==> config.mk <==
export PLATFORM = sky130hd
export DESIGN_NAME = state_variable_filter
export DESIGN_NICKNAME = d
export VERILOG_FILES = /design/src/svf_pkg.sv /design/src/state_variable_filter.sv /design/src/svf_mul.sv
export VERILOG_INCLUDE_DIRS = /design/src /design/src/src
export SDC_FILE = /design/constraint.sdc
export NUM_CORES = 2
export LEC_CHECK = 0
export ABC_CLOCK_PERIOD_IN_PS = 21300
export BUFFER_PORTS_ARGS = -buffer_cell sky130_fd_sc_hd__buf_2
export CAP_MARGIN = 10
export CORE_UTILIZATION = 66
export DETAILED_ROUTE_END_ITERATION = 7
export PLACE_DENSITY_LB_ADDON = 0.08
export SLEW_MARGIN = 25
export SYNTH_ARGS = -nofsm -noshare
export SYNTH_HDL_FRONTEND = slang
export SYNTH_SLANG_ARGS = --single-unit
==> constraint.sdc <==
create_clock -name aclk -period 21.3 [get_ports aclk]
set_input_delay 1.065 -clock aclk [delete_from_list [all_inputs] [get_ports aclk]]
set_output_delay 1.065 -clock aclk [all_outputs]
set_load 0.01 [all_outputs]
==> src/state_variable_filter_macros.svh <==
// Assertion macros shared by the state variable filter RTL.
// No dependencies; include by bare file name.
`ifndef STATE_VARIABLE_FILTER_MACROS_SVH
`define STATE_VARIABLE_FILTER_MACROS_SVH

// Checked only while out of reset.
`define SVF_ASSERT(lbl, clk, rst_n, prop, msg) \
    lbl: assert property (@(posedge clk) disable iff (!rst_n) prop) else $error(msg);

// Checked at every edge, reset included.
`define SVF_ASSERT_ALWAYS(lbl, clk, prop, msg) \
    lbl: assert property (@(posedge clk) prop) else $error(msg);

`endif

==> src/svf_pkg.sv <==
// Shared widths, types and fixed-point helpers for the state variable filter.
// No dependencies.
package svf_pkg;

    localparam int SAMPLE_W    = 24;
    localparam int STATE_W     = 32;
    localparam int FREQ_W      = 18;
    localparam int DAMP_W      = 20;
    localparam int GAIN_W      = 16;
    localparam int COEFF_SHIFT = 16;
    localparam int GAIN_SHIFT  = 12;

    localparam int MUL_A_W = STATE_W;
    localparam int MUL_B_W = (DAMP_W + 1 > GAIN_W) ? DAMP_W + 1 : GAIN_W;
    localparam int PROD_W  = MUL_A_W + MUL_B_W;
    localparam int WIDE_W  = PROD_W - COEFF_SHIFT + 2;

    localparam int NUM_RESP   = 4;
    localparam int RESP_IDX_W = $clog2(NUM_RESP);

    localparam logic [DAMP_W-1:0] DAMP_MAX = DAMP_W'(8 << COEFF_SHIFT);

    typedef enum logic [3:0] {
        ST_IDLE,
        ST_FB,
        ST_QB,
        ST_HP,
        ST_FH,
        ST_BP,
        ST_GAIN,
        ST_GLAST,
        ST_DONE
    } svf_state_t;

    typedef struct packed {
        logic signed [MUL_A_W-1:0] a;
        logic signed [MUL_B_W-1:0] b;
    } mul_op_t;

    // floor(p / 2^16), sign-extended to the internal work width
    function automatic logic signed [WIDE_W-1:0] coeff_scale(
        input logic signed [PROD_W-1:0] p
    );
        return WIDE_W'(p >>> COEFF_SHIFT);
    endfunction

    function automatic logic in_state_range(input logic signed [WIDE_W-1:0] v);
        logic [WIDE_W-STATE_W:0] top;
        top = v[WIDE_W-1:STATE_W-1];
        return (&top) || (~|top);
    endfunction

    // floor(p / 2^12), saturated to the signed sample range
    function automatic logic signed [SAMPLE_W-1:0] gain_sat(
        input logic signed [PROD_W-1:0] p
    );
        logic signed [PROD_W-1:0]   s;
        logic [PROD_W-SAMPLE_W:0]   top;
        s   = p >>> GAIN_SHIFT;
        top = s[PROD_W-1:SAMPLE_W-1];
        if ((&top) || (~|top)) begin
            return s[SAMPLE_W-1:0];
        end else if (s[PROD_W-1]) begin
            return {1'b1, {(SAMPLE_W-1){1'b0}}};
        end else begin
            return {1'b0, {(SAMPLE_W-1){1'b1}}};
        end
    endfunction

endpackage

==> src/state_variable_filter.sv <==
// Chamberlin state variable filter, top level: sequencer, state and output beat.
// Depends on svf_pkg, svf_mul and state_variable_filter_macros.svh.
//
// Each accepted sample runs the sequencer from idle through its product states to its
// result beat, and the next sample is taken once the sequencer is back in idle: every
// product (three coefficient products and four gain products) goes through the single
// registered multiplier in svf_mul, one product per cycle. A finished result
// waits in the output register while the next sample is accepted and worked on.
// On internal overflow both integrator states and all responses are cleared and
// fault is set for that beat.
`include "state_variable_filter_macros.svh"

module state_variable_filter (
    input  logic                                 aclk,
    input  logic                                 aresetn,
    input  logic                                 s_valid,
    output logic                                 s_ready,
    input  logic signed [svf_pkg::SAMPLE_W-1:0]  s_sample_in,
    input  logic        [svf_pkg::FREQ_W-1:0]    s_freq_coeff,
    input  logic        [svf_pkg::DAMP_W-1:0]    s_damp_coeff,
    input  logic signed [svf_pkg::GAIN_W-1:0]    s_gain_in,
    output logic                                 m_valid,
    input  logic                                 m_ready,
    output logic signed [svf_pkg::SAMPLE_W-1:0]  m_lowpass_out,
    output logic signed [svf_pkg::SAMPLE_W-1:0]  m_highpass_out,
    output logic signed [svf_pkg::SAMPLE_W-1:0]  m_bandpass_out,
    output logic signed [svf_pkg::SAMPLE_W-1:0]  m_notch_out,
    output logic                                 m_fault
);

    svf_pkg::svf_state_t state_reg, state_next;

    logic [svf_pkg::RESP_IDX_W-1:0] k_reg, k_next;
    logic [svf_pkg::RESP_IDX_W-1:0] cap_idx;
    logic                           m_valid_reg, m_valid_next;
    logic                           ok_reg;
    logic                           fault_reg;
    logic                           out_load;

    logic signed [svf_pkg::SAMPLE_W-1:0] x_reg;
    logic        [svf_pkg::FREQ_W-1:0]   f_reg;
    logic        [svf_pkg::DAMP_W-1:0]   q_reg;
    logic signed [svf_pkg::GAIN_W-1:0]   g_reg;

    logic signed [svf_pkg::STATE_W-1:0]  band_reg;
    logic signed [svf_pkg::STATE_W-1:0]  low_reg;
    logic signed [svf_pkg::WIDE_W-1:0]   lp_reg;
    logic signed [svf_pkg::WIDE_W-1:0]   hp_reg;
    logic signed [svf_pkg::STATE_W-1:0]  resp_reg [svf_pkg::NUM_RESP];
    logic signed [svf_pkg::SAMPLE_W-1:0] res_reg  [svf_pkg::NUM_RESP];

    logic signed [svf_pkg::SAMPLE_W-1:0] m_lp_reg, m_hp_reg, m_bp_reg, m_br_reg;
    logic                                m_fault_reg;

    logic signed [svf_pkg::WIDE_W-1:0]   scaled;
    logic signed [svf_pkg::WIDE_W-1:0]   bp_wide;
    logic signed [svf_pkg::WIDE_W-1:0]   br_wide;
    logic                                ok_final;

    svf_pkg::mul_op_t                    mul_op;
    logic signed [svf_pkg::PROD_W-1:0]   prod;

    svf_mul u_mul (
        .aclk (aclk),
        .op   (mul_op),
        .prod (prod)
    );

    assign scaled   = svf_pkg::coeff_scale(prod);
    assign bp_wide  = scaled + svf_pkg::WIDE_W'(band_reg);
    assign br_wide  = hp_reg + lp_reg;
    assign ok_final = ok_reg && svf_pkg::in_state_range(bp_wide)
                      && svf_pkg::in_state_range(br_wide);
    assign out_load = (state_reg == svf_pkg::ST_DONE) && (!m_valid_reg || m_ready);

    // next state
    always_comb begin
        state_next = state_reg;
        unique case (state_reg)
            svf_pkg::ST_IDLE:  if (s_valid) state_next = svf_pkg::ST_FB;
            svf_pkg::ST_FB:    state_next = svf_pkg::ST_QB;
            svf_pkg::ST_QB:    state_next = svf_pkg::ST_HP;
            svf_pkg::ST_HP:    state_next = svf_pkg::ST_FH;
            svf_pkg::ST_FH:    state_next = svf_pkg::ST_BP;
            svf_pkg::ST_BP:    state_next = svf_pkg::ST_GAIN;
            svf_pkg::ST_GAIN: begin
                if (k_reg == svf_pkg::RESP_IDX_W'(svf_pkg::NUM_RESP - 1)) begin
                    state_next = svf_pkg::ST_GLAST;
                end
            end
            svf_pkg::ST_GLAST: state_next = svf_pkg::ST_DONE;
            svf_pkg::ST_DONE:  if (!m_valid_reg || m_ready) state_next = svf_pkg::ST_IDLE;
            default:           state_next = svf_pkg::ST_IDLE;
        endcase
    end

    // sequencer outputs
    always_comb begin
        s_ready  = 1'b0;
        mul_op.a = band_reg;
        mul_op.b = $signed(svf_pkg::MUL_B_W'(f_reg));
        k_next   = k_reg;
        cap_idx  = k_reg - svf_pkg::RESP_IDX_W'(1);
        unique case (state_reg)
            svf_pkg::ST_IDLE: begin
                s_ready = 1'b1;
                k_next  = '0;
            end
            svf_pkg::ST_QB: begin
                mul_op.b = $signed(svf_pkg::MUL_B_W'(q_reg));
            end
            svf_pkg::ST_FH: begin
                mul_op.a = $signed(hp_reg[svf_pkg::STATE_W-1:0]);
            end
            svf_pkg::ST_GAIN: begin
                mul_op.a = resp_reg[k_reg];
                mul_op.b = svf_pkg::MUL_B_W'(g_reg);
                k_next   = k_reg + svf_pkg::RESP_IDX_W'(1);
            end
            svf_pkg::ST_GLAST: begin
                cap_idx = svf_pkg::RESP_IDX_W'(svf_pkg::NUM_RESP - 1);
            end
            default: begin
            end
        endcase
    end

    always_comb begin
        m_valid_next = m_valid_reg;
        if (out_load) begin
            m_valid_next = 1'b1;
        end else if (m_ready) begin
            m_valid_next = 1'b0;
        end
    end

    always_ff @(posedge aclk) begin
        if (!aresetn) begin
            state_reg   <= svf_pkg::ST_IDLE;
            k_reg       <= '0;
            m_valid_reg <= 1'b0;
            band_reg    <= '0;
            low_reg     <= '0;
        end else begin
            state_reg   <= state_next;
            k_reg       <= k_next;
            m_valid_reg <= m_valid_next;
            if (state_reg == svf_pkg::ST_BP) begin
                if (ok_final) begin
                    band_reg <= bp_wide[svf_pkg::STATE_W-1:0];
                    low_reg  <= lp_reg[svf_pkg::STATE_W-1:0];
                end else begin
                    band_reg <= '0;
                    low_reg  <= '0;
                end
            end
        end
    end

    always_ff @(posedge aclk) begin
        if (s_valid && s_ready) begin
            x_reg <= s_sample_in;
            f_reg <= s_freq_coeff;
            q_reg <= (s_damp_coeff > svf_pkg::DAMP_MAX) ? svf_pkg::DAMP_MAX : s_damp_coeff;
            g_reg <= s_gain_in;
        end
        if (state_reg == svf_pkg::ST_QB) begin
            lp_reg <= svf_pkg::WIDE_W'(low_reg) + scaled;
        end
        if (state_reg == svf_pkg::ST_HP) begin
            hp_reg <= svf_pkg::WIDE_W'(x_reg) - lp_reg - scaled;
            ok_reg <= svf_pkg::in_state_range(lp_reg);
        end
        if (state_reg == svf_pkg::ST_FH) begin
            ok_reg <= ok_reg && svf_pkg::in_state_range(hp_reg);
        end
        if (state_reg == svf_pkg::ST_BP) begin
            fault_reg <= !ok_final;
            if (ok_final) begin
                resp_reg[0] <= lp_reg[svf_pkg::STATE_W-1:0];
                resp_reg[1] <= hp_reg[svf_pkg::STATE_W-1:0];
                resp_reg[2] <= bp_wide[svf_pkg::STATE_W-1:0];
                resp_reg[3] <= br_wide[svf_pkg::STATE_W-1:0];
            end else begin
                for (int i = 0; i < svf_pkg::NUM_RESP; i++) begin
                    resp_reg[i] <= '0;
                end
            end
        end
        if ((state_reg == svf_pkg::ST_GAIN && k_reg != '0)
            || state_reg == svf_pkg::ST_GLAST) begin
            res_reg[cap_idx] <= svf_pkg::gain_sat(prod);
        end
        if (out_load) begin
            m_lp_reg    <= res_reg[0];
            m_hp_reg    <= res_reg[1];
            m_bp_reg    <= res_reg[2];
            m_br_reg    <= res_reg[3];
            m_fault_reg <= fault_reg;
        end
    end

    assign m_valid        = m_valid_reg;
    assign m_lowpass_out  = m_lp_reg;
    assign m_highpass_out = m_hp_reg;
    assign m_bandpass_out = m_bp_reg;
    assign m_notch_out    = m_br_reg;
    assign m_fault        = m_fault_reg;

    `SVF_ASSERT(a_accept_starts, aclk, aresetn, (s_valid && s_ready) |=> (state_reg == svf_pkg::ST_FB), "accepted beat did not start the sequence")
    `SVF_ASSERT(a_state_hold, aclk, aresetn, (aresetn && state_reg != svf_pkg::ST_BP) |=> ($stable(band_reg) && $stable(low_reg)), "integrator state changed outside update step")
    `SVF_ASSERT(a_fault_zero, aclk, aresetn, (m_valid && m_fault) |-> (m_lowpass_out == '0 && m_highpass_out == '0 && m_bandpass_out == '0 && m_notch_out == '0), "fault beat carries nonzero response")
    `SVF_ASSERT_ALWAYS(a_reset_idle, aclk, !aresetn |=> (state_reg == svf_pkg::ST_IDLE && !m_valid), "reset did not idle the block")

endmodule

==> src/svf_mul.sv <==
// Shared registered signed multiplier of the state variable filter.
// Depends on svf_pkg.
module svf_mul (
    input  logic                              aclk,
    input  svf_pkg::mul_op_t                  op,
    output logic signed [svf_pkg::PROD_W-1:0] prod
);

    logic signed [svf_pkg::PROD_W-1:0] prod_reg;
    logic signed [svf_pkg::PROD_W-1:0] prod_next;

    assign prod_next = svf_pkg::PROD_W'(op.a) * svf_pkg::PROD_W'(op.b);

    always_ff @(posedge aclk) begin
        prod_reg <= prod_next;
    end

    assign prod = prod_reg;

endmodule

======== Yosys cells after proc, flatten, opt, wreduce, memory -nomap -nowiden ========
Memories as Yosys holds them, arrays and structs flattened. A register that Yosys moved wholly into a read port is not among the register bits.
Cells that the tools add are included.
word-level totals
  register bits after elaboration ......... 283
  latch bits .............................. 0
  RAM bits ................................ 224
  bits of input ports ..................... 82
  memory bits (read-only) ................. 0
  output and inout bits ................... 99
  memories kept ........................... 2
  word-level logic and storage cells ...... 110
memories
  memory    depth  bits a word  read ports  clocked after Yosys merged registers in  wr ports  RTL line                     RTL
  resp_reg  4      32           1           1                                        4         state_variable_filter.sv:49  logic signed [svf_pkg::STATE_W-1:0] resp_reg [svf_pkg::NUM_RESP];
  res_reg   4      24           4           4                                        1         state_variable_filter.sv:50  logic signed [svf_pkg::SAMPLE_W-1:0] res_reg [svf_pkg::NUM_RESP];
cells by class
  equality and inequality tests ........... 12
  div/mod/pow operators ................... 0
  mux-type cells .......................... 32
  shift-type cells ........................ 0
  reductions and logical operators ........ 36
  bitwise logic cells ..................... 4
  multiply operators ...................... 1
  add/subtract/negate cells ............... 7
  magnitude comparators ................... 1
operators by type and width
  kind                    count
  $mux W32                6
  $mux W24                3
  $pmux W32 S2            1
  $mul A32 B21 Y53        1
  $pmux W21 S2            1
  $add A39 B39 Y39        1
  $sub A24 B39 Y39        1
  $sub A39 B37 Y39        1
  $add A32 B37 Y38        1
  $add A37 B32 Y38        1
  $pmux W4 S9             1
  $reduce_and A8 Y1       4
  $reduce_or A8 Y1        4
  $gt A20 B20 Y1 const B  1
  $reduce_and A18 Y1      1
  $reduce_or A18 Y1       1
  $eq A4 B3 Y1 const B    4
  $mux W1                 13
  $mux W4                 3
  $eq A4 B2 Y1 const B    2
  $reduce_bool A2 Y1      4
  $logic_not A1 Y1        7
  $logic_or A1 B1 Y1      7
  $logic_and A1 B1 Y1     6
  other kinds (12)        18

======== Logic depth before layout (Yosys ltp) ========
  depth in word-level cells ............... 10
  mapped depth ............................ 34
  depth with buffers taken out ............ 31

======== By module ========
A second synthesis with hierarchy kept.
unflattened totals
  cell total of the unflattened synthesis .. 5,406
  area, all modules ....................... 53,960.5 um2
by module, submodules not included
  module                 cells an instance  times used  area an instance (um2)  sequential area each (um2)
  state_variable_filter  2,652              1           29,132.9                14,854.2
  svf_mul                2,754              1           24,827.6                1,061.0

======== Worst setup path before layout ========
Ideal clock, no wire load.
  path type ............................... reg-to-reg
  start point ............................. register (tool-made name)
  end point ............................... register u_mul.prod_reg (netlist bit u_mul.prod[38])
  arrival ................................. 8.761 ns
  path buffers ............................ 4
  period minus slack after synthesis ...... 8.884 ns
  data required time ...................... 21.177 ns
  library setup time ...................... 0.123 ns
  path slack .............................. 12.416 ns
  cell stages (with the launch flop) ...... 31
  path through ............................ dfxtp_1 clkbuf_1 buf_1 buf_1 mux4_2 o221ai_1 nor2_1 fa_1 fa_1 inv_1 fa_1 inv_1 fa_1 fa_1 fa_1 inv_1 fa_1 inv_1 ha_1 clkbuf_1 a21o_1 a21o_1 a21o_1 a21o_1 a21oi_1 o21ai_0 a211o_1 a21bo_2 a211oi_1 o21bai_1 xor2_1
RTL lines
  item                  RTL line       RTL
  to (signal assigned)  svf_mul.sv:15  prod_reg <= prod_next;
  to (decl)             svf_mul.sv:9   logic signed [svf_pkg::PROD_W-1:0] prod_reg;

======== Final worst setup path ========
  start point ............................. register state_reg[2]
  end point ............................... register u_mul.prod_reg (netlist bit u_mul.prod[38])
on the way
  cells in the longest elaborated chain, start to end .. 3
  elaborated cells between the ends (all ways) .. 6
  classes of those cells .................. mul: 1; eq/ne: 3; mux: 2
ends and longest elaborated chain
  item                                                 RTL line                      RTL
  from (decl)                                          state_variable_filter.sv:31   svf_pkg::svf_state_t state_reg, state_next;
  from (signal assigned)                               state_variable_filter.sv:139  state_reg <= svf_pkg::ST_IDLE;
  from (signal assigned)                               state_variable_filter.sv:145  state_reg <= state_next;
  $eq A4 B3 Y1 / $eq A4 B2 Y1 (equally long branches)  state_variable_filter.sv:104  unique case (state_reg)
  $pmux W32 S2 / $pmux W21 S2 (equally long branches)  state_variable_filter.sv:104
  $mul A32 B21 Y53 (*)                                 svf_mul.sv:12                 assign prod_next = svf_pkg::PROD_W'(op.a) * svf_pkg::PROD_W'(op.b);
  named net u_mul.prod_next (one bit)                  svf_mul.sv:10                 logic signed [svf_pkg::PROD_W-1:0] prod_next;
The timed path passes the listed nets; every way through them passes the cells marked *.
A chain may end at the register's enable or synchronous reset.

==> results.py <==
metrics = {
    "status": {
        "status": "complete, no violations",
    },
    "worst_setup_path": {
        "worstReg2RegStart": "state_reg[2]",
        "cp_slowest_stage_delay_ns": 0.89,
        "worstPathMaxFanout": 48,
        "crit_type": "register to register",
        "reg2reg_depth": 31,
        "r2r_slack_ns": 11.28,
        "cp_common_cell": "fa_1",
        "slowest_stage": "dfxtp_2",
        "crit_required_ns": 21.82,
        "arrival_ns": 10.55,
        "rr_endpoint": "u_mul.prod[38]",
        "start_kind": "register",
        "end_kind": "register",
    },
    "floorplanning": {
        "rows": 103,
        "die_x_um": 284,
        "ioPinCount": 181,
        "die_area_um2": 80600,
        "fp.dieH_um": 284,
        "start_util_pct": 66.5,
        "design.core.area_um2": 78900,
    },
    "hold_path": {
        "holdPathEnd": "m_bandpass_out[3]",
        "holdPathStages": 0,
        "hp-start": "res_reg[2][3]",
        "hold_class": "register to register",
    },
    "timing": {
        "setup_viol": 0,
        "fin_ws_ns": 11.28,
        "fin_worst_skew_ns": 0.0579,
        "max_slew_margin_pct": 19.0,
        "hold_slack_ns": 0.398,
        "period_needed_ns": 10.02,
        "worst_slew_pin_slew_ns": 1.20,
        "hold_viol_final": 0,
        "slew_violations": 0,
        "period_share_pct": 47.1,
        "rsz0062_at_grt": "false",
        "fmax_mhz": 99.8,
        "tns_ns": 0,
    },
    "global_routing": {
        "gr-total-overflow": 0,
        "grt_usage_pct": 37.2,
        "grt_pass1_wl_mm": 228,
        "grt_pass1_vias": 40321,
        "grt_antenna_before_repair": 7,
        "grt_max_degree": 91,
    },
    "run": {
        "maxCapViolations": 0,
    },
    "clock_tree": {
        "clock_latency_ns": 0.67,
        "cts_buffers": 59,
        "cts_root_buf": "clkbuf_16",
        "htreeDepth": 2,
        "cts.sink_count": 592,
        "ctsHoldBuffers": 0,
        "cts_resized": 0,
        "clock_path_buffers": 3,
        "postCtsSetupBuffers": 0,
        "clk_pin_slew_ns": 0.07,
        "cts_tree": "yes",
    },
    "power": {
        "vdd_drop_max_mv": 0.0884,
        "total_power_mw": 4.44,
        "leakagePower_nw": 25.6,
        "powerDensity_nw_per_um2": 78.4,
    },
    "placed_design": {
        "dp_slack_ns": 11.40,
        "gp_congestion": 0.997,
        "hpwl_mm": 113,
        "placed_area_um2": 54500,
        "port_buffers": 180,
    },
    "logic_synthesis": {
        "synthTopCellsByArea": "fa_1 27%, edfxtp_1 22%, dfxtp_1 8.0%",
        "ys_seq_area_share_pct": 29.9,
        "synth_cell_types": 83,
        "syn_area_um2": 52500,
        "synth-async-reset-ratio_pct": 0,
        "synth_seq_cells": 592,
        "synth_cells": 5311,
        "yosysTopAreaCell": "fa_1",
        "synth_top_flop_cell": "edfxtp_1",
        "avgSynthCellArea_um2": 9.88,
        "yosysWarnings": 0,
        "syn_nets": 6384,
        "synth_enable_flop_cells": 382,
        "synth_top_area_share_pct": 27.0,
    },
    "detailed_routing": {
        "viasPerCell": 6.03,
        "first_iter_violations": 3214,
        "drc": 0,
        "wirelength_mm": 147,
        "drtAntennaViolNets": 0,
        "drtPass1Iterations": 8,
        "vias": 39158,
        "wire_per_inst_um": 22.7,
    },
    "cells_and_area": {
        "fill_cells": 5976,
        "seq_area_um2": 15700,
        "largest_reg_flops": 128,
        "finish.instance_area_um2": 56600,
        "area.growth.synth_to_final_pct": 8.01,
        "fin_nets": 6463,
        "drive_gt1_share_pct": 9.56,
        "multiInputGateArea_um2": 32700,
    },
}
==> area by class of cell <==
cell class                 instances  share of cell area [%]
sequential                       592                    27.7
inverter                         904                    6.00
clock buffer                      82                    2.94
antenna                            2                 0.00883
clock inverter                    30                   0.837
timing repair buffer             243                    2.50
multi-input combinational       3590                    57.7
tap                             1050                    2.32
==> layer usage <==
layer  wire (µm)  vias to the layer above  GRT usage [%]
met2       70700                     1805           61.7
met3       12200                      485           6.28
met5          24                        -              0
met1       54800                    19429           46.9
met4        9450                        4           19.9
li1            -                    17435              -
==> cells by family after synthesis <==
logic type,Yosys count,synth area share (%)
AND/OR/NAND/NOR,1481,12.3
buffers and inverters,1129,8.17
adder cells (fa/ha/maj),991,33.8
AO/OA/AOI/OAI,871,10.8
flip-flops,592,29.9
XOR/XNOR,187,3.12
multiplexers,60,1.94
==> cell usage after synthesis, drive strengths merged (32+ instances only) <==
cell / n
or2: 42
nand2: 712
edfxtp: 382
a21oi: 259
mux4: 32
dfxtp: 210
and2: 44
clkbuf: 208
nand3: 73
fa: 708
xor2: 61
nor2b: 32
ha: 283
a21o: 113
xnor2: 126
nor2: 381
inv: 904
o21ai: 224
nand4: 63
o31ai: 47
==> through the flow <==
step,instances,utilization (%)
after detailed placement,6377,69.0
after floorplan,5311,-
after global routing,6491,71.8
after global placement,6375,69.0
after CTS,6489,71.8
final,6493,71.8
==> how the worst max path moves through the flow <==
stage / from / end / slack (ns) / cells past startpoint
after floorplan: register / u_mul.prod[38] / 12.42 / 30
after global placement: state_reg[2] / u_mul.prod[49] / 11.57 / 29
after detailed placement: state_reg[2] / u_mul.prod[49] / 11.40 / 31
after CTS: state_reg[2] / u_mul.prod[49] / 11.31 / 31
after global routing: state_reg[2] / u_mul.prod[49] / 10.81 / 31
final: state_reg[2] / u_mul.prod[38] / 11.28 / 31
==> power breakdown <==
group          switching (mW)  total [mW]  internal [mW]
clock                   0.481        1.14          0.663
sequential              0.140        1.56           1.42
combinational            1.09        1.74          0.644
==> cell usage in the layout (no fill, tap or decap), types with 60 or more instances in the layout <==
cell type	instances
buf_2	180
a21oi_1	218
clkbuf_16	60
nor2_1	376
inv_1	902
nand4_1	63
o21ai_0	210
dfxtp_1	208
nand3_1	73
ha_1	283
fa_1	708
nand2_1	712
xor2_1	61
a21o_1	110
edfxtp_1	382
xnor2_1	126
==> worst max-delay path: cells and delay by family (launching register included) <==
kind | cells | cell delay [ns]
compound gates | 8 | 2.67
simple gates | 6 | 1.36
buf+inv | 8 | 1.04
fa+ha+maj | 8 | 3.74
flops | 1 | 0.89
xor+xnor | 1 | 0.15
Power figures use the tool's default switching activity.
